==> config.mk <==
export PLATFORM = sky130hd
export DESIGN_NAME = clipped_line_rasterizer_unit
export DESIGN_NICKNAME = d
export VERILOG_FILES = /design/src/clr_pkg.sv /design/src/clr_front.sv /design/src/clr_fifo.sv /design/src/clr_div.sv /design/src/clr_back.sv /design/src/clipped_line_rasterizer_unit.sv
export SDC_FILE = /design/constraint.sdc
export NUM_CORES = 2
export LEC_CHECK = 0
export BUFFER_PORTS_ARGS = -buffer_cell sky130_fd_sc_hd__buf_4
export CAP_MARGIN = 25
export CORE_AREA = 2 2 357 359
export DETAILED_ROUTE_END_ITERATION = 8
export DIE_AREA = 0 0 359 361
export GPL_TIMING_DRIVEN = 0
export PLACE_DENSITY_LB_ADDON = 0.1
export SKIP_CTS_REPAIR_TIMING = 1
export SLEW_MARGIN = 20
export SYNTH_ARGS = -nofsm -noshare
export SYNTH_HDL_FRONTEND = slang
export SYNTH_SLANG_ARGS = --single-unit
==> constraint.sdc <==
create_clock -name aclk -period 13.85 [get_ports aclk]
set_input_delay 1.385 -clock aclk [delete_from_list [all_inputs] [get_ports aclk]]
set_output_delay 1.385 -clock aclk [all_outputs]
set_load 0.01 [all_outputs]
==> src/clr_pkg.sv <==
// Shared types, constants and control bundles for the clipped line rasterizer.
`timescale 1ns / 1ps
package clr_pkg;

    // Image and coordinate geometry.
    localparam int MAX_DIM = 64;
    localparam int XY_W    = 6;
    localparam int DIM_W   = 7;
    localparam int IN_W    = 12;
    localparam int COLOR_W = 32;

    // Clip arithmetic: coordinates saturate to +-2^20.
    localparam int CRD_W   = 22;
    localparam int DIF_W   = 23;
    localparam int MAG_W   = 22;
    localparam int PRD_W   = 44;
    localparam int SUM_W   = 46;
    localparam int DCNT_W  = 6;
    localparam int OFF_W   = 10;

    localparam logic signed [SUM_W-1:0] CLIP_HI = 46'sd1048576;
    localparam logic signed [SUM_W-1:0] CLIP_LO = -46'sd1048576;

    // Register map.
    localparam logic REG_WIDTH  = 1'b0;
    localparam logic REG_HEIGHT = 1'b1;

    typedef enum logic [1:0] {
        KIND_VERT,
        KIND_HORZ,
        KIND_GEN
    } kind_t;

    typedef struct packed {
        kind_t                     kind;
        logic signed [IN_W-1:0]    fx;
        logic signed [IN_W-1:0]    fy;
        logic signed [IN_W-1:0]    tx;
        logic signed [IN_W-1:0]    ty;
        logic [COLOR_W-1:0]        color;
        logic [DIM_W-1:0]          w;
        logic [DIM_W-1:0]          h;
    } cmd_t;

    typedef enum logic [3:0] {
        ST_IDLE,
        ST_SPAN,
        ST_CHECK,
        ST_MUL,
        ST_DIV,
        ST_WAIT,
        ST_APPLY,
        ST_PASS,
        ST_BSETUP,
        ST_DRAW
    } back_state_t;

    typedef struct packed {
        logic               start;
        logic [PRD_W-1:0]   dividend;
        logic [MAG_W-1:0]   divisor;
    } div_req_t;

    typedef struct packed {
        logic               busy;
        logic               done;
        logic [PRD_W-1:0]   quotient;
    } div_resp_t;

    // Clamp a dimension register to 1..MAX_DIM.
    function automatic logic [DIM_W-1:0] eff_dim(input logic [DIM_W-1:0] r);
        logic [DIM_W-1:0] v;
        if (r == '0) begin
            v = DIM_W'(1);
        end else if (r > DIM_W'(MAX_DIM)) begin
            v = DIM_W'(MAX_DIM);
        end else begin
            v = r;
        end
        return v;
    endfunction

endpackage

==> src/clr_front.sv <==
// Front end: accepts line items, classifies them and holds one for the queue.
`timescale 1ns / 1ps
module clr_front (
    input  logic                         aclk,
    input  logic                         aresetn,
    input  logic                         s_tvalid,
    output logic                         s_tready,
    input  logic [79:0]                  s_tdata,
    input  logic [clr_pkg::DIM_W-1:0]    width_cfg,
    input  logic [clr_pkg::DIM_W-1:0]    height_cfg,
    input  logic                         q_full,
    output logic                         q_push,
    output clr_pkg::cmd_t                q_cmd
);

    logic          valid_reg;
    logic          valid_next;
    clr_pkg::cmd_t cmd_reg;
    clr_pkg::cmd_t cmd_next;
    logic          take;

    assign q_push   = valid_reg && !q_full;
    assign s_tready = !valid_reg || !q_full;
    assign take     = s_tvalid && s_tready;
    assign q_cmd    = cmd_reg;

    // Unpack and classify the incoming item.
    always_comb begin
        cmd_next       = cmd_reg;
        cmd_next.fx    = s_tdata[11:0];
        cmd_next.fy    = s_tdata[23:12];
        cmd_next.tx    = s_tdata[35:24];
        cmd_next.ty    = s_tdata[47:36];
        cmd_next.color = s_tdata[79:48];
        cmd_next.w     = clr_pkg::eff_dim(width_cfg);
        cmd_next.h     = clr_pkg::eff_dim(height_cfg);
        if (s_tdata[11:0] == s_tdata[35:24]) begin
            cmd_next.kind = clr_pkg::KIND_VERT;
        end else if (s_tdata[23:12] == s_tdata[47:36]) begin
            cmd_next.kind = clr_pkg::KIND_HORZ;
        end else begin
            cmd_next.kind = clr_pkg::KIND_GEN;
        end
    end

    always_comb begin
        if (take) begin
            valid_next = 1'b1;
        end else if (q_push) begin
            valid_next = 1'b0;
        end else begin
            valid_next = valid_reg;
        end
    end

    always_ff @(posedge aclk) begin
        if (!aresetn) begin
            valid_reg <= 1'b0;
        end else begin
            valid_reg <= valid_next;
        end
    end

    always_ff @(posedge aclk) begin
        if (take) begin
            cmd_reg <= cmd_next;
        end
    end

endmodule

==> src/clr_fifo.sv <==
// Two-entry command queue between the front end and the drawing back end.
`timescale 1ns / 1ps
module clr_fifo (
    input  logic          aclk,
    input  logic          aresetn,
    input  logic          push,
    input  clr_pkg::cmd_t push_cmd,
    input  logic          pop,
    output clr_pkg::cmd_t head,
    output logic          full,
    output logic          empty
);

    clr_pkg::cmd_t entry_reg [2];
    logic          wr_ptr_reg;
    logic          wr_ptr_next;
    logic          rd_ptr_reg;
    logic          rd_ptr_next;
    logic [1:0]    count_reg;
    logic [1:0]    count_next;

    assign full  = (count_reg == 2'd2);
    assign empty = (count_reg == 2'd0);
    assign head  = entry_reg[rd_ptr_reg];

    // Pointer and fill count update.
    always_comb begin
        wr_ptr_next = push ? ~wr_ptr_reg : wr_ptr_reg;
        rd_ptr_next = pop ? ~rd_ptr_reg : rd_ptr_reg;
        count_next  = count_reg + {1'b0, push} - {1'b0, pop};
    end

    always_ff @(posedge aclk) begin
        if (!aresetn) begin
            wr_ptr_reg <= 1'b0;
            rd_ptr_reg <= 1'b0;
            count_reg  <= 2'd0;
        end else begin
            wr_ptr_reg <= wr_ptr_next;
            rd_ptr_reg <= rd_ptr_next;
            count_reg  <= count_next;
        end
    end

    always_ff @(posedge aclk) begin
        if (push) begin
            entry_reg[wr_ptr_reg] <= push_cmd;
        end
    end

endmodule

==> src/clr_div.sv <==
// Restoring unsigned divider, one quotient bit per cycle.
`timescale 1ns / 1ps
module clr_div (
    input  logic               aclk,
    input  logic               aresetn,
    input  clr_pkg::div_req_t  req,
    output clr_pkg::div_resp_t resp
);

    logic                        busy_reg;
    logic                        busy_next;
    logic                        done_reg;
    logic                        done_next;
    logic [clr_pkg::DCNT_W-1:0]  cnt_reg;
    logic [clr_pkg::DCNT_W-1:0]  cnt_next;
    logic [clr_pkg::PRD_W-1:0]   quo_reg;
    logic [clr_pkg::PRD_W-1:0]   quo_next;
    logic [clr_pkg::MAG_W:0]     rem_reg;
    logic [clr_pkg::MAG_W:0]     rem_next;
    logic [clr_pkg::MAG_W-1:0]   dsr_reg;
    logic [clr_pkg::MAG_W-1:0]   dsr_next;
    logic [clr_pkg::MAG_W:0]     trial;

    assign resp.busy     = busy_reg;
    assign resp.done     = done_reg;
    assign resp.quotient = quo_reg;

    // One shift-and-subtract step per cycle.
    always_comb begin
        busy_next = busy_reg;
        done_next = 1'b0;
        cnt_next  = cnt_reg;
        quo_next  = quo_reg;
        rem_next  = rem_reg;
        dsr_next  = dsr_reg;
        trial     = {rem_reg[clr_pkg::MAG_W-1:0], quo_reg[clr_pkg::PRD_W-1]};
        if (req.start && !busy_reg) begin
            busy_next = 1'b1;
            cnt_next  = '0;
            quo_next  = req.dividend;
            rem_next  = '0;
            dsr_next  = req.divisor;
        end else if (busy_reg) begin
            if (trial >= {1'b0, dsr_reg}) begin
                rem_next = trial - {1'b0, dsr_reg};
                quo_next = {quo_reg[clr_pkg::PRD_W-2:0], 1'b1};
            end else begin
                rem_next = trial;
                quo_next = {quo_reg[clr_pkg::PRD_W-2:0], 1'b0};
            end
            cnt_next = cnt_reg + 1'b1;
            if (cnt_reg == clr_pkg::DCNT_W'(clr_pkg::PRD_W - 1)) begin
                busy_next = 1'b0;
                done_next = 1'b1;
            end
        end
    end

    always_ff @(posedge aclk) begin
        if (!aresetn) begin
            busy_reg <= 1'b0;
            done_reg <= 1'b0;
            cnt_reg  <= '0;
        end else begin
            busy_reg <= busy_next;
            done_reg <= done_next;
            cnt_reg  <= cnt_next;
        end
    end

    always_ff @(posedge aclk) begin
        quo_reg <= quo_next;
        rem_reg <= rem_next;
        dsr_reg <= dsr_next;
    end

endmodule

==> src/clr_back.sv <==
// Back end: clips general lines, steps spans and Bresenham lines, drives pixels.
`timescale 1ns / 1ps
module clr_back (
    input  logic                    aclk,
    input  logic                    aresetn,
    input  logic                    q_empty,
    input  clr_pkg::cmd_t           q_head,
    output logic                    q_pop,
    output clr_pkg::div_req_t       div_req,
    input  clr_pkg::div_resp_t      div_resp,
    output logic                    m_tvalid,
    input  logic                    m_tready,
    output logic [47:0]             m_tdata,
    output logic                    m_tlast
);

    localparam int CW = clr_pkg::CRD_W;
    localparam int DW = clr_pkg::DIF_W;
    localparam int MW = clr_pkg::MAG_W;
    localparam int XW = clr_pkg::XY_W;
    localparam int OW = clr_pkg::OFF_W;
    localparam int SW = clr_pkg::SUM_W;

    clr_pkg::back_state_t state_reg, state_next;
    clr_pkg::cmd_t        cmd_reg, cmd_next;

    logic signed [CW-1:0] p0x_reg, p0x_next, p0y_reg, p0y_next;
    logic signed [CW-1:0] p1x_reg, p1x_next, p1y_reg, p1y_next;
    logic [1:0]           pass_reg, pass_next, step_reg, step_next;
    logic [MW-1:0]        opa_reg, opa_next, opb_reg, opb_next, dsr_reg, dsr_next;
    logic                 neg_reg, neg_next;
    logic [clr_pkg::PRD_W-1:0] prod_reg, prod_next;

    logic [XW-1:0]        i_reg, i_next, end_reg, end_next, p_reg, p_next;
    logic [XW-1:0]        dmaj_reg, dmaj_next, dmin_reg, dmin_next;
    logic signed [OW-1:0] off_reg, off_next;
    logic                 steep_reg, steep_next, sneg_reg, sneg_next;

    logic                 ov_reg, ov_next, olast_reg, olast_next;
    logic [XW-1:0]        ox_reg, ox_next, oy_reg, oy_next;
    logic [clr_pkg::COLOR_W-1:0] ocol_reg, ocol_next;

    // Clip step operands.
    logic                 a_p1, axis_x, high, cond;
    logic signed [CW-1:0] ax, ay, bx, by, au, av, bu, bv, e_val;
    logic signed [DW-1:0] dv, de, du;
    logic signed [SW-1:0] qs, sum, sat;
    logic signed [CW-1:0] av_new;

    // Span and Bresenham setup operands.
    logic signed [clr_pkg::IN_W-1:0] sa, sb, sc, lo, hi;
    logic signed [clr_pkg::IN_W:0]   mlim, nlim, lo_c, hi_c;
    logic                 in_image;
    logic [XW-1:0]        x0, y0, x1, y1, adx, ady;
    logic                 steep_c, swap_c;
    logic [XW-1:0]        ms, me, ps, pe;
    logic                 out_free;

    assign m_tvalid = ov_reg;
    assign m_tlast  = olast_reg;
    assign m_tdata  = {4'b0, ocol_reg, oy_reg, ox_reg};
    assign out_free = !ov_reg || m_tready;

    assign div_req.start    = (state_reg == clr_pkg::ST_DIV);
    assign div_req.dividend = prod_reg;
    assign div_req.divisor  = dsr_reg;

    // Select the moving endpoint and the edge of the current clip step.
    always_comb begin
        a_p1   = pass_reg[0];
        axis_x = !step_reg[1];
        high   = step_reg[0];
        ax = a_p1 ? p1x_reg : p0x_reg;
        ay = a_p1 ? p1y_reg : p0y_reg;
        bx = a_p1 ? p0x_reg : p1x_reg;
        by = a_p1 ? p0y_reg : p1y_reg;
        au = axis_x ? ax : ay;
        av = axis_x ? ay : ax;
        bu = axis_x ? bx : by;
        bv = axis_x ? by : bx;
        if (!high) begin
            e_val = '0;
        end else if (axis_x) begin
            e_val = CW'(cmd_reg.w) - CW'(1);
        end else begin
            e_val = CW'(cmd_reg.h) - CW'(1);
        end
        cond = high ? ((au >= e_val) && (bu != au)) : ((au < 0) && (au != bu));
        dv = DW'(bv) - DW'(av);
        de = DW'(e_val) - DW'(au);
        du = DW'(bu) - DW'(au);
        qs  = neg_reg ? -$signed({2'b0, div_resp.quotient})
                      : $signed({2'b0, div_resp.quotient});
        sum = SW'(av) + qs;
        if (sum > clr_pkg::CLIP_HI) begin
            sat = clr_pkg::CLIP_HI;
        end else if (sum < clr_pkg::CLIP_LO) begin
            sat = clr_pkg::CLIP_LO;
        end else begin
            sat = sum;
        end
        av_new = sat[CW-1:0];
    end

    // Span limits for vertical and horizontal lines.
    always_comb begin
        if (cmd_reg.kind == clr_pkg::KIND_VERT) begin
            sa = cmd_reg.fy; sb = cmd_reg.ty; sc = cmd_reg.fx;
            mlim = $signed({6'b0, cmd_reg.h});
            nlim = $signed({6'b0, cmd_reg.w});
        end else begin
            sa = cmd_reg.fx; sb = cmd_reg.tx; sc = cmd_reg.fy;
            mlim = $signed({6'b0, cmd_reg.w});
            nlim = $signed({6'b0, cmd_reg.h});
        end
        lo = (sa < sb) ? sa : sb;
        hi = (sa < sb) ? sb : sa;
        lo_c = (lo < 0) ? '0 : (clr_pkg::IN_W + 1)'(lo);
        hi_c = ((clr_pkg::IN_W + 1)'(hi) >= mlim) ? mlim - (clr_pkg::IN_W + 1)'(1)
                                                  : (clr_pkg::IN_W + 1)'(hi);
    end

    // Bresenham setup from the clipped endpoints.
    always_comb begin
        in_image = (p0x_reg >= 0) && (p0x_reg < CW'(cmd_reg.w)) &&
                   (p1x_reg >= 0) && (p1x_reg < CW'(cmd_reg.w)) &&
                   (p0y_reg >= 0) && (p0y_reg < CW'(cmd_reg.h)) &&
                   (p1y_reg >= 0) && (p1y_reg < CW'(cmd_reg.h));
        x0 = p0x_reg[XW-1:0]; y0 = p0y_reg[XW-1:0];
        x1 = p1x_reg[XW-1:0]; y1 = p1y_reg[XW-1:0];
        adx = (x1 > x0) ? x1 - x0 : x0 - x1;
        ady = (y1 > y0) ? y1 - y0 : y0 - y1;
        steep_c = (ady >= adx);
        if (steep_c) begin
            swap_c = (y0 > y1);
            ms = swap_c ? y1 : y0; me = swap_c ? y0 : y1;
            ps = swap_c ? x1 : x0; pe = swap_c ? x0 : x1;
        end else begin
            swap_c = (x0 > x1);
            ms = swap_c ? x1 : x0; me = swap_c ? x0 : x1;
            ps = swap_c ? y1 : y0; pe = swap_c ? y0 : y1;
        end
    end

    // Sequencer: fetch, span setup, clip passes, Bresenham stepping.
    always_comb begin
        state_next = state_reg;
        cmd_next   = cmd_reg;
        p0x_next = p0x_reg; p0y_next = p0y_reg;
        p1x_next = p1x_reg; p1y_next = p1y_reg;
        pass_next = pass_reg; step_next = step_reg;
        opa_next = opa_reg; opb_next = opb_reg; dsr_next = dsr_reg;
        neg_next = neg_reg; prod_next = prod_reg;
        i_next = i_reg; end_next = end_reg; p_next = p_reg;
        dmaj_next = dmaj_reg; dmin_next = dmin_reg; off_next = off_reg;
        steep_next = steep_reg; sneg_next = sneg_reg;
        ov_next = out_free ? 1'b0 : ov_reg;
        olast_next = olast_reg; ox_next = ox_reg; oy_next = oy_reg;
        ocol_next = ocol_reg;
        q_pop = 1'b0;
        case (state_reg)
            clr_pkg::ST_IDLE: begin
                if (!q_empty) begin
                    q_pop     = 1'b1;
                    cmd_next  = q_head;
                    p0x_next  = CW'(q_head.fx); p0y_next = CW'(q_head.fy);
                    p1x_next  = CW'(q_head.tx); p1y_next = CW'(q_head.ty);
                    pass_next = '0;
                    step_next = '0;
                    state_next = (q_head.kind == clr_pkg::KIND_GEN) ? clr_pkg::ST_CHECK
                                                                    : clr_pkg::ST_SPAN;
                end
            end
            clr_pkg::ST_SPAN: begin
                if ((sc < 0) || ((clr_pkg::IN_W + 1)'(sc) >= nlim) || (lo_c > hi_c)) begin
                    state_next = clr_pkg::ST_IDLE;
                end else begin
                    i_next     = lo_c[XW-1:0];
                    end_next   = hi_c[XW-1:0];
                    p_next     = sc[XW-1:0];
                    dmaj_next  = '0;
                    dmin_next  = '0;
                    off_next   = '0;
                    sneg_next  = 1'b0;
                    steep_next = (cmd_reg.kind == clr_pkg::KIND_VERT);
                    state_next = clr_pkg::ST_DRAW;
                end
            end
            clr_pkg::ST_CHECK: begin
                if (cond) begin
                    opa_next = dv[DW-1] ? MW'(-dv) : MW'(dv);
                    opb_next = de[DW-1] ? MW'(-de) : MW'(de);
                    dsr_next = du[DW-1] ? MW'(-du) : MW'(du);
                    neg_next = dv[DW-1] ^ de[DW-1] ^ du[DW-1];
                    state_next = clr_pkg::ST_MUL;
                end else if (step_reg == 2'd3) begin
                    state_next = clr_pkg::ST_PASS;
                end else begin
                    step_next = step_reg + 2'd1;
                end
            end
            clr_pkg::ST_MUL: begin
                prod_next  = opa_reg * opb_reg;
                state_next = clr_pkg::ST_DIV;
            end
            clr_pkg::ST_DIV: begin
                state_next = clr_pkg::ST_WAIT;
            end
            clr_pkg::ST_WAIT: begin
                if (div_resp.done) begin
                    state_next = clr_pkg::ST_APPLY;
                end
            end
            clr_pkg::ST_APPLY: begin
                if (a_p1) begin
                    p1x_next = axis_x ? e_val : av_new;
                    p1y_next = axis_x ? av_new : e_val;
                end else begin
                    p0x_next = axis_x ? e_val : av_new;
                    p0y_next = axis_x ? av_new : e_val;
                end
                if (step_reg == 2'd3) begin
                    state_next = clr_pkg::ST_PASS;
                end else begin
                    step_next  = step_reg + 2'd1;
                    state_next = clr_pkg::ST_CHECK;
                end
            end
            clr_pkg::ST_PASS: begin
                step_next = '0;
                if ((p0x_reg == p1x_reg) || (p0y_reg == p1y_reg)) begin
                    state_next = clr_pkg::ST_IDLE;
                end else if (pass_reg == 2'd3) begin
                    state_next = clr_pkg::ST_BSETUP;
                end else begin
                    pass_next  = pass_reg + 2'd1;
                    state_next = clr_pkg::ST_CHECK;
                end
            end
            clr_pkg::ST_BSETUP: begin
                if (!in_image) begin
                    state_next = clr_pkg::ST_IDLE;
                end else begin
                    steep_next = steep_c;
                    i_next     = ms;
                    end_next   = me;
                    p_next     = ps;
                    sneg_next  = (pe < ps);
                    dmaj_next  = me - ms;
                    dmin_next  = steep_c ? adx : ady;
                    off_next   = $signed({3'b0, (steep_c ? adx : ady), 1'b0})
                               - $signed({4'b0, me - ms});
                    state_next = clr_pkg::ST_DRAW;
                end
            end
            clr_pkg::ST_DRAW: begin
                if (out_free) begin
                    ov_next    = 1'b1;
                    ox_next    = steep_reg ? p_reg : i_reg;
                    oy_next    = steep_reg ? i_reg : p_reg;
                    ocol_next  = cmd_reg.color;
                    olast_next = (i_reg == end_reg);
                    if (i_reg == end_reg) begin
                        state_next = clr_pkg::ST_IDLE;
                    end else begin
                        i_next = i_reg + 1'b1;
                        if (off_reg > 0) begin
                            p_next   = sneg_reg ? p_reg - 1'b1 : p_reg + 1'b1;
                            off_next = off_reg - $signed({3'b0, dmaj_reg, 1'b0})
                                     + $signed({3'b0, dmin_reg, 1'b0});
                        end else begin
                            off_next = off_reg + $signed({3'b0, dmin_reg, 1'b0});
                        end
                    end
                end
            end
            default: begin
                state_next = clr_pkg::ST_IDLE;
            end
        endcase
    end

    always_ff @(posedge aclk) begin
        if (!aresetn) begin
            state_reg <= clr_pkg::ST_IDLE;
            ov_reg    <= 1'b0;
        end else begin
            state_reg <= state_next;
            ov_reg    <= ov_next;
        end
    end

    always_ff @(posedge aclk) begin
        cmd_reg <= cmd_next;
        p0x_reg <= p0x_next; p0y_reg <= p0y_next;
        p1x_reg <= p1x_next; p1y_reg <= p1y_next;
        pass_reg <= pass_next; step_reg <= step_next;
        opa_reg <= opa_next; opb_reg <= opb_next; dsr_reg <= dsr_next;
        neg_reg <= neg_next; prod_reg <= prod_next;
        i_reg <= i_next; end_reg <= end_next; p_reg <= p_next;
        dmaj_reg <= dmaj_next; dmin_reg <= dmin_next; off_reg <= off_next;
        steep_reg <= steep_next; sneg_reg <= sneg_next;
        olast_reg <= olast_next; ox_reg <= ox_next; oy_reg <= oy_next;
        ocol_reg <= ocol_next;
    end

endmodule

==> src/clipped_line_rasterizer_unit.sv <==
// Top level of the clipped line rasterizer: registers, front end, queue, divider, back end.
`timescale 1ns / 1ps
// Each item is a line; the block emits its pixels in order, last one flagged.
// Vertical and horizontal lines pass through a span setup state and are then
// stepped at one pixel per cycle while the output is not stalled. Other lines
// run up to sixteen clip steps; each step that moves an endpoint runs one
// multiply and a bit-serial divide, and the clipped line is then stepped at
// one pixel per cycle while the output is not stalled. A two-entry queue lets
// up to three further items be accepted while a line is being drawn.
module clipped_line_rasterizer_unit (
    input  logic        aclk,
    input  logic        aresetn,
    input  logic        s_tvalid,
    output logic        s_tready,
    input  logic [79:0] s_tdata,   // start_x, start_y, end_x, end_y, line_color
    output logic        m_tvalid,
    input  logic        m_tready,
    output logic [47:0] m_tdata,   // pixel_x, pixel_y, pixel_color, zero pad
    output logic        m_tlast,
    input  logic        psel,
    input  logic        penable,
    input  logic        pwrite,
    input  logic [2:0]  paddr,
    input  logic [31:0] pwdata,
    output logic [31:0] prdata,
    output logic        pready
);

    logic [clr_pkg::DIM_W-1:0] width_reg, width_next;
    logic [clr_pkg::DIM_W-1:0] height_reg, height_next;
    logic                      cfg_wr;
    logic                      q_push, q_pop, q_full, q_empty;
    clr_pkg::cmd_t             q_in, q_head;
    clr_pkg::div_req_t         div_req;
    clr_pkg::div_resp_t        div_resp;

    // Configuration registers.
    assign pready = 1'b1;
    assign cfg_wr = psel && penable && pwrite && pready;
    assign prdata = (paddr[2] == clr_pkg::REG_HEIGHT) ? {25'b0, height_reg}
                                                      : {25'b0, width_reg};

    always_comb begin
        width_next  = width_reg;
        height_next = height_reg;
        if (cfg_wr && (paddr[2] == clr_pkg::REG_WIDTH)) begin
            width_next = pwdata[clr_pkg::DIM_W-1:0];
        end
        if (cfg_wr && (paddr[2] == clr_pkg::REG_HEIGHT)) begin
            height_next = pwdata[clr_pkg::DIM_W-1:0];
        end
    end

    always_ff @(posedge aclk) begin
        if (!aresetn) begin
            width_reg  <= clr_pkg::DIM_W'(clr_pkg::MAX_DIM);
            height_reg <= clr_pkg::DIM_W'(clr_pkg::MAX_DIM);
        end else begin
            width_reg  <= width_next;
            height_reg <= height_next;
        end
    end

    clr_front u_front (
        .aclk       (aclk),
        .aresetn    (aresetn),
        .s_tvalid   (s_tvalid),
        .s_tready   (s_tready),
        .s_tdata    (s_tdata),
        .width_cfg  (width_reg),
        .height_cfg (height_reg),
        .q_full     (q_full),
        .q_push     (q_push),
        .q_cmd      (q_in)
    );

    clr_fifo u_fifo (
        .aclk     (aclk),
        .aresetn  (aresetn),
        .push     (q_push),
        .push_cmd (q_in),
        .pop      (q_pop),
        .head     (q_head),
        .full     (q_full),
        .empty    (q_empty)
    );

    clr_div u_div (
        .aclk    (aclk),
        .aresetn (aresetn),
        .req     (div_req),
        .resp    (div_resp)
    );

    clr_back u_back (
        .aclk     (aclk),
        .aresetn  (aresetn),
        .q_empty  (q_empty),
        .q_head   (q_head),
        .q_pop    (q_pop),
        .div_req  (div_req),
        .div_resp (div_resp),
        .m_tvalid (m_tvalid),
        .m_tready (m_tready),
        .m_tdata  (m_tdata),
        .m_tlast  (m_tlast)
    );

    // The front end never pushes into a full queue.
    assert property (@(posedge aclk) disable iff (!aresetn) q_push |-> !q_full)
        else $error("command pushed into a full queue");

    // The back end never pops an empty queue.
    assert property (@(posedge aclk) disable iff (!aresetn) q_pop |-> !q_empty)
        else $error("command popped from an empty queue");

    // A division is only started while the divider is free.
    assert property (@(posedge aclk) disable iff (!aresetn)
        div_req.start |-> !div_resp.busy)
        else $error("divider started while busy");

    // A started division is under way in the next cycle.
    assert property (@(posedge aclk) disable iff (!aresetn)
        div_req.start |=> div_resp.busy)
        else $error("divider did not start");

endmodule
=== Word-level counts from Yosys, hierarchy flattened ===
Memories as Yosys holds them, arrays and structs flattened. A register that Yosys moved wholly into a read port is not among the register bits.
Cells that the tools add are included.

* $add $sub $neg: 29
* $mul: 1
* $lt $le $gt $ge: 28
* Eq/ne operators: 35
* Mux-type cells: 132
* Bitwise gates (word level): 8
* Reductions and logical operators: 52

{| class="wikitable"
|+ Operators with widths
! operator !! number
|-
| 2-to-1 mux 22 bit || 26
|-
| 2-to-1 mux 6 bit || 32
|-
| one-hot mux 22 bit (2 select lines) || 4
|-
| >= comparator 22 x 1 -> 1 bit, second input constant || 4
|-
| less-than comparator 22 x 7 -> 1 bit || 4
|-
| 2-to-1 mux 44 bit || 2
|-
| subtractor 22 x 22 -> 23 bit || 3
|-
| negation 22 bit || 3
|-
| 2-to-1 mux 12 bit || 5
|-
| 2-to-1 mux 10 bit || 5
|-
| adder 22 x 46 -> 46 bit || 1
|-
| greater-than comparator 46 x 22 -> 1 bit, second input constant || 1
|-
| less-than comparator 46 x 21 -> 1 bit, second input constant || 1
|-
| 2-to-1 mux 46 bit || 1
|-
| negation 44 -> 46 bit || 1
|-
| == test 22 bit || 2
|-
| multiplier 22 x 22 -> 44 bit || 1
|-
| inequality test 22 bit || 2
|-
| 2-to-1 mux 4 bit || 10
|-
| one-hot mux 4 bit (10 select lines) || 1
|-
| one-hot mux 6 bit (2 select lines) || 3
|-
| one-hot mux 6 bit (3 select lines) || 2
|-
| 2-to-1 mux 7 bit || 5
|-
| one-hot mux 10 bit (3 select lines) || 1
|-
| 59 further kinds || 165
|}

* Bits in registers: 602
* Memory bits (writable): 192
* Bits of input ports: 122
* Output and inout bits: 84
* Logic and storage cells: 341
* Memories: 1

{| class="wikitable"
|+ Memory list
! memory !! depth !! width !! rd ports !! clocked after Yosys merged registers in !! write ports !! RTL line !! source
|-
| u_fifo.entry_reg || 2 || 96 || 1 || 1 || 1 || clr_fifo.sv:14 || <nowiki>clr_pkg::cmd_t entry_reg [2];</nowiki>
|}

=== Logic depth before layout (Yosys ltp) ===
* Word-level depth: 10
* Gate-level depth with buffers: 41
* Depth with buffers taken out: 37

=== Cells and area by module ===
Synthesis repeated with hierarchy kept, for this count alone.

* Cells, all modules: 6,046
* Area, all modules: 63,188.1 µm²

{| class="wikitable"
|+ Modules (own cells, without submodules)
! module !! instances !! cells an instance !! area each (µm²) !! sequential area each (µm²)
|-
| clr_back || 1 || 4,956 || 46,783.6 || 11,691.2
|-
| clr_fifo || 1 || 320 || 7,353.3 || 5,865.6
|-
| clr_div || 1 || 524 || 4,873.4 || 2,582.5
|-
| clr_front || 1 || 156 || 3,323.2 || 2,902.8
|-
| clipped_line_rasterizer_unit || 1 || 90 || 854.6 || 280.3
|}

=== Least setup slack after synthesis ===
Ideal clock, no wire load.

* Path kind: register to register
* Start: register u_back.step_reg[1]
* End: register u_back.dsr_reg[0], enable pin
* Data arrival time: 10.822 ns
* Required time: 13.193 ns
* Slack: 2.371 ns
* Cell stages (with the launch flop): 19
* Path buffers: 4
* Period minus slack after synthesis: 11.479 ns
* Path through: edfxtp_1 -> clkbuf_1 -> buf_1 -> clkbuf_1 -> buf_1 -> o21ai_0 -> o21ai_0 -> ha_1 -> nor2b_1 -> o21a_1 -> o21ai_0 -> a21oi_1 -> o21ai_0 -> a31oi_1 -> a221o_1 -> a21oi_1 -> o21a_1 -> o21ai_0 -> nor4_1

* Cells in the longest elaborated chain, start to end: 6
* Elaborated cells on any way between the ends: 12

{| class="wikitable"
|+ RTL lines
! what !! RTL line !! source
|-
| from (decl) || clr_back.sv:29 || <nowiki>logic [1:0] pass_reg, pass_next, step_reg, step_next;</nowiki>
|-
| from (signal assigned) || clr_back.sv:297 || <nowiki>pass_reg <= pass_next; step_reg <= step_next;</nowiki>
|-
| 2-to-1 mux 22 bit || clr_back.sv:83 || <nowiki>end else if (axis_x) begin</nowiki>
|-
| 2-to-1 mux 22 bit || clr_back.sv:81 || <nowiki>if (!high) begin</nowiki>
|-
| >= comparator 22 bit || clr_back.sv:88 || <nowiki>cond = high ? ((au >= e_val) && (bu != au)) : ((au < 0) && (au != bu));</nowiki>
|-
| logical AND 1 bit || clr_back.sv:88 ||
|-
| 2-to-1 mux 1 bit * || clr_back.sv:88 ||
|-
| AND reduction 2 bit (no source line) * || -- ||
|-
| to (signal assigned) || clr_back.sv:298 || <nowiki>opa_reg <= opa_next; opb_reg <= opb_next; dsr_reg <= dsr_next;</nowiki>
|-
| to (decl) || clr_back.sv:30 || <nowiki>logic [MW-1:0] opa_reg, opa_next, opb_reg, opb_next, dsr_reg, dsr_next;</nowiki>
|}

Mark *: on every way between the ends. The rest lies on a longest branch, timed or not.
A chain may end at the register's enable or synchronous reset.

=== Worst setup path in the final report ===
* Start: register u_back.cmd_reg[95] (netlist bit)
* End: register u_back.p_reg[4], enable pin

* Cells in the longest elaborated chain, start to end: 10
* Elaborated cells on any way between the ends: 21

{| class="wikitable"
|+ RTL lines
! what !! RTL line !! source
|-
| from (decl) || clr_back.sv:25 || <nowiki>clr_pkg::cmd_t cmd_reg, cmd_next;</nowiki>
|-
| from (signal assigned) || clr_back.sv:294 || <nowiki>cmd_reg <= cmd_next;</nowiki>
|-
| logical NOT 2 bit * || clr_back.sv:107 || <nowiki>if (cmd_reg.kind == clr_pkg::KIND_VERT) begin</nowiki>
|-
| 2-to-1 mux 12 bit || clr_back.sv:107 ||
|-
| less-than comparator 12 bit || clr_back.sv:116, clr_back.sv:117 ||
|-
| 2-to-1 mux 12 bit (on tied branches) || clr_back.sv:116, clr_back.sv:117 ||
|-
| less-than comparator 12 x 1 -> 1 bit or >= comparator 12 x 8 -> 1 bit (tied branches) || clr_back.sv:118, clr_back.sv:119 ||
|-
| 2-to-1 mux 13 bit (on tied branches) || clr_back.sv:118, clr_back.sv:119 ||
|-
| greater-than comparator 13 bit || clr_back.sv:175 || <nowiki>if ((sc < 0) || ((clr_pkg::IN_W + 1)'(sc) >= nlim) || (lo_c > hi_c)) begin</nowiki>
|-
| logical OR 1 bit * || clr_back.sv:175 ||
|-
| inequality test 2 bit (no source line) * || -- ||
|-
| AND reduction 6 bit (no source line) * || -- ||
|-
| to (signal assigned) || clr_back.sv:300 || <nowiki>i_reg <= i_next; end_reg <= end_next; p_reg <= p_next;</nowiki>
|-
| to (decl) || clr_back.sv:34 || <nowiki>logic [XW-1:0] i_reg, i_next, end_reg, end_next, p_reg, p_next;</nowiki>
|}

Marks and branches as above.

==> out/metrics.yaml <==
status:
  status: "finished, final reports clean"
sta:
  final_max_slew_viol_count: 0
  hold_slack_ns: 0.415
  timing.fmax_mhz: 81.6
  fin_skew_ns: 0.0641
  finalHoldViolations: 0
  finalCriticalPeriod_ns: 12.26
  slew_headroom: 0.193
  worst_pin_slew_ns: 1.20
  grt_setup_unrepaired: "false"
  setup_violations: 0
  setup_slack_ns: 1.59
  finalCritPeriodShare: 0.885
cts:
  cts-buffers-inserted: 88
  cts_sinks: 795
  clkLatencyLatePin_ns: 0.75
  cts_tree: "built"
  path_clk_slew_ns: 0.06
  clockRootBuffer: "clkbuf_16"
  cts_max_level: 3
  clock_path_buffers: 3
global_routing:
  grt_antenna_before_repair: 8
  first_global_vias: 46200
  grt_max_degree: 70
  grt_overflow_total: 0
  grt_use_total: 0.299
  grt_pass1_wl_um: 292000
synth:
  synth_edf_count: 740
  synth_cell_type_count: 87
  yosysTopAreaCell: "edfxtp_1"
  yosys_warnings: 0
  netlist_area_um2: 62400
  seq_area_frac_synth: 0.374
  synth_cells: 6005
  synth.area.top_cells: "edfxtp_1, fa_1, ha_1"
  synthFlopType: "edfxtp_1"
  synth.top_cell.area_share: 0.356
  async_flop_share: 0
  postSynthAreaPerCell_um2: 10.4
  synth_seq_cells: 795
critical_path:
  timing.rr.end: "u_back.p_reg[4]$_DFFE_PP_"
  path_class: "reg2reg"
  required_ns: 14.17
  rr_worst_depth: 40
  arrival_ns: 12.58
  slowest_stage: "o32ai_4"
  reg2reg_setup_slack_ns: 1.59
  cp-start-kind: "flop"
  cpPeakStageDelay_ns: 0.73
  critical_path.max_fanout: 16
  reg2reg_from: "u_back.cmd_reg[95]$_DFFE_PP_"
  worst_setup_path_end_kind: "flop"
  crit_top_cell: "o21a_1"
die:
  fp.dieW_um: 359
  dieArea_um2: 130000
  floorplan.initialDensity: 0.498
  coreArea_um2: 125000
  ios: 206
  rows: 130
  die_h_um: 361
route:
  detail-route-antenna-nets: 0
  route.vias.total: 46800
  firstDrtPassIters: 5
  initialDrtViolationCount: 4504
  routed_wl_um: 195000
  wire_per_inst_um: 24.2
  vias_per_cell: 5.82
  drc: 0
cells_and_area:
  largest_reg_flops: 192
  regArea_um2: 23300
  fillCellCount: 11000
  drive_above_1_share: 0.0985
  layout.cells.non_filler: 8036
  area_growth_pct: 11.2
  multiInputGateArea_um2: 35700
  nets: 7274
flow_run:
  maxCapViolCount: 0
placed_design:
  gp_congestion: 0.965
  io_buffers: 146
  dp_hpwl_um: 155000
  dp_cells: 7867
  place_ws_ns: 1.75
worst_hold_path:
  min_path_cells: 0
  min-delay-start: "u_back.cmd_reg[39]$_DFFE_PP_"
  worstHoldPathType: "reg2reg"
  hold_end: "u_back.ocol_reg[25]$_DFFE_PP_"
==> worst max-delay path by stage <==
stage | startpoint | to | slack, ns | cells past startpoint
2_1_floorplan | u_back.step_reg[1]$_SDFFCE_PN0P_ | u_back.dsr_reg[0]$_DFFE_PP_ | 2.37 | 18
3_3_place_gp | u_back.step_reg[1]$_SDFFCE_PN0P_ | u_back.dsr_reg[5]$_DFFE_PP_ | -3.87 | 18
3_5_place_dp | u_back.cmd_reg[95]$_DFFE_PP_ | u_back.p_reg[3]$_DFFE_PP_ | 1.75 | 40
4_1_cts | u_back.cmd_reg[95]$_DFFE_PP_ | u_back.p_reg[4]$_DFFE_PP_ | 1.61 | 40
5_1_grt | u_back.cmd_reg[94]$_DFFE_PP_ | u_back.p_reg[4]$_DFFE_PP_ | 0.86 | 40
6_report | u_back.cmd_reg[95]$_DFFE_PP_ | u_back.p_reg[4]$_DFFE_PP_ | 1.59 | 40
==> metal layers <==
metal  track usage  share of wire
met3        0.0712          0.095
met5             0        0.00017
met1         0.433           0.45
met4        0.0901          0.030
met2         0.444           0.43
==> critical path, delay by kind of cell, from the launching register on <==
kind / cells / cell delay [ns]
compound gates: 22 / 5.06
buf+inv: 6 / 3.12
simple gates: 6 / 1.38
fa+ha+maj: 3 / 0.92
mux: 3 / 0.92
flops: 1 / 0.40
==> kinds of logic after synthesis <==
logic type / after synthesis / share of synthesized area
AO/OA/AOI/OAI: 1049 / 0.109
XOR/XNOR: 347 / 0.0487
adder cells (fa/ha/maj): 843 / 0.219
buffers and inverters: 928 / 0.0578
flip-flops: 795 / 0.374
multiplexers: 315 / 0.0627
other: 2 / 0.000120
AND/OR/NAND/NOR: 1726 / 0.129
==> cell type report <==
cell class | count | area share
timing repair buffer | 186 | 0.0242
clock buffer | 99 | 0.0325
clock inverter | 66 | 0.0112
buffer | 277 | 0.0168
antenna | 2 | 0.0000721
inverter | 651 | 0.0353
multi-input combinational | 4310 | 0.514
sequential | 795 | 0.336
tap | 1650 | 0.0297
==> Yosys cell counts, drive strengths merged, types with 12 or more instances <==
master,count
a211o,12
a211oi,48
a21boi,26
a21o,102
a21oi,265
a22o,21
a31oi,25
and2,184
and3,29
buf,56
clkbuf,221
dfxtp,55
edfxtp,740
fa,417
ha,426
inv,650
mux2,170
mux2i,101
mux4,44
nand2,768
nand2b,52
nand3,67
nand4,45
nor2,312
nor2b,52
nor3,66
nor4,45
o211ai,37
o21a,58
o21ai,234
o21bai,24
o221ai,12
o22ai,17
o31ai,76
or2,14
or3,30
or4,21
xnor2,221
xor2,126
==> cells in the final DEF (no fill, tap or decap), types with 37 or more instances in the layout <==
cell and instances:
nor2_1 309, nand2_1 768, a21oi_1 264, clkbuf_16 88
edfxtp_1 740, and2_1 183, a21o_1 102, nand4_1 45
o211ai_1 37, xnor2_1 221, nand2b_1 52, o21ai_0 213
nor3_1 65, ha_1 426, o21a_1 58, xor2_1 126
a211oi_1 48, dfxtp_1 55, inv_1 647, mux2_2 170
nand3_1 66, mux4_2 44, fa_1 417, buf_4 183
clkbuf_1 230, mux2i_1 100, nor4_1 42, o31ai_1 75
nor2b_1 52
==> per-stage QoR <==
stage                     setup TNS, ns  area, um2   util
after global placement          -279.63      65700  0.524
after global routing                  0      69400  0.554
after floorplan                       0      62500      -
after CTS                             0      69400  0.553
final                                 0      69400  0.554
after detailed placement              0      66400  0.529
Power is not shown: default switching activity piles up to over one toggle a cycle in this logic, so the estimate is an artifact.
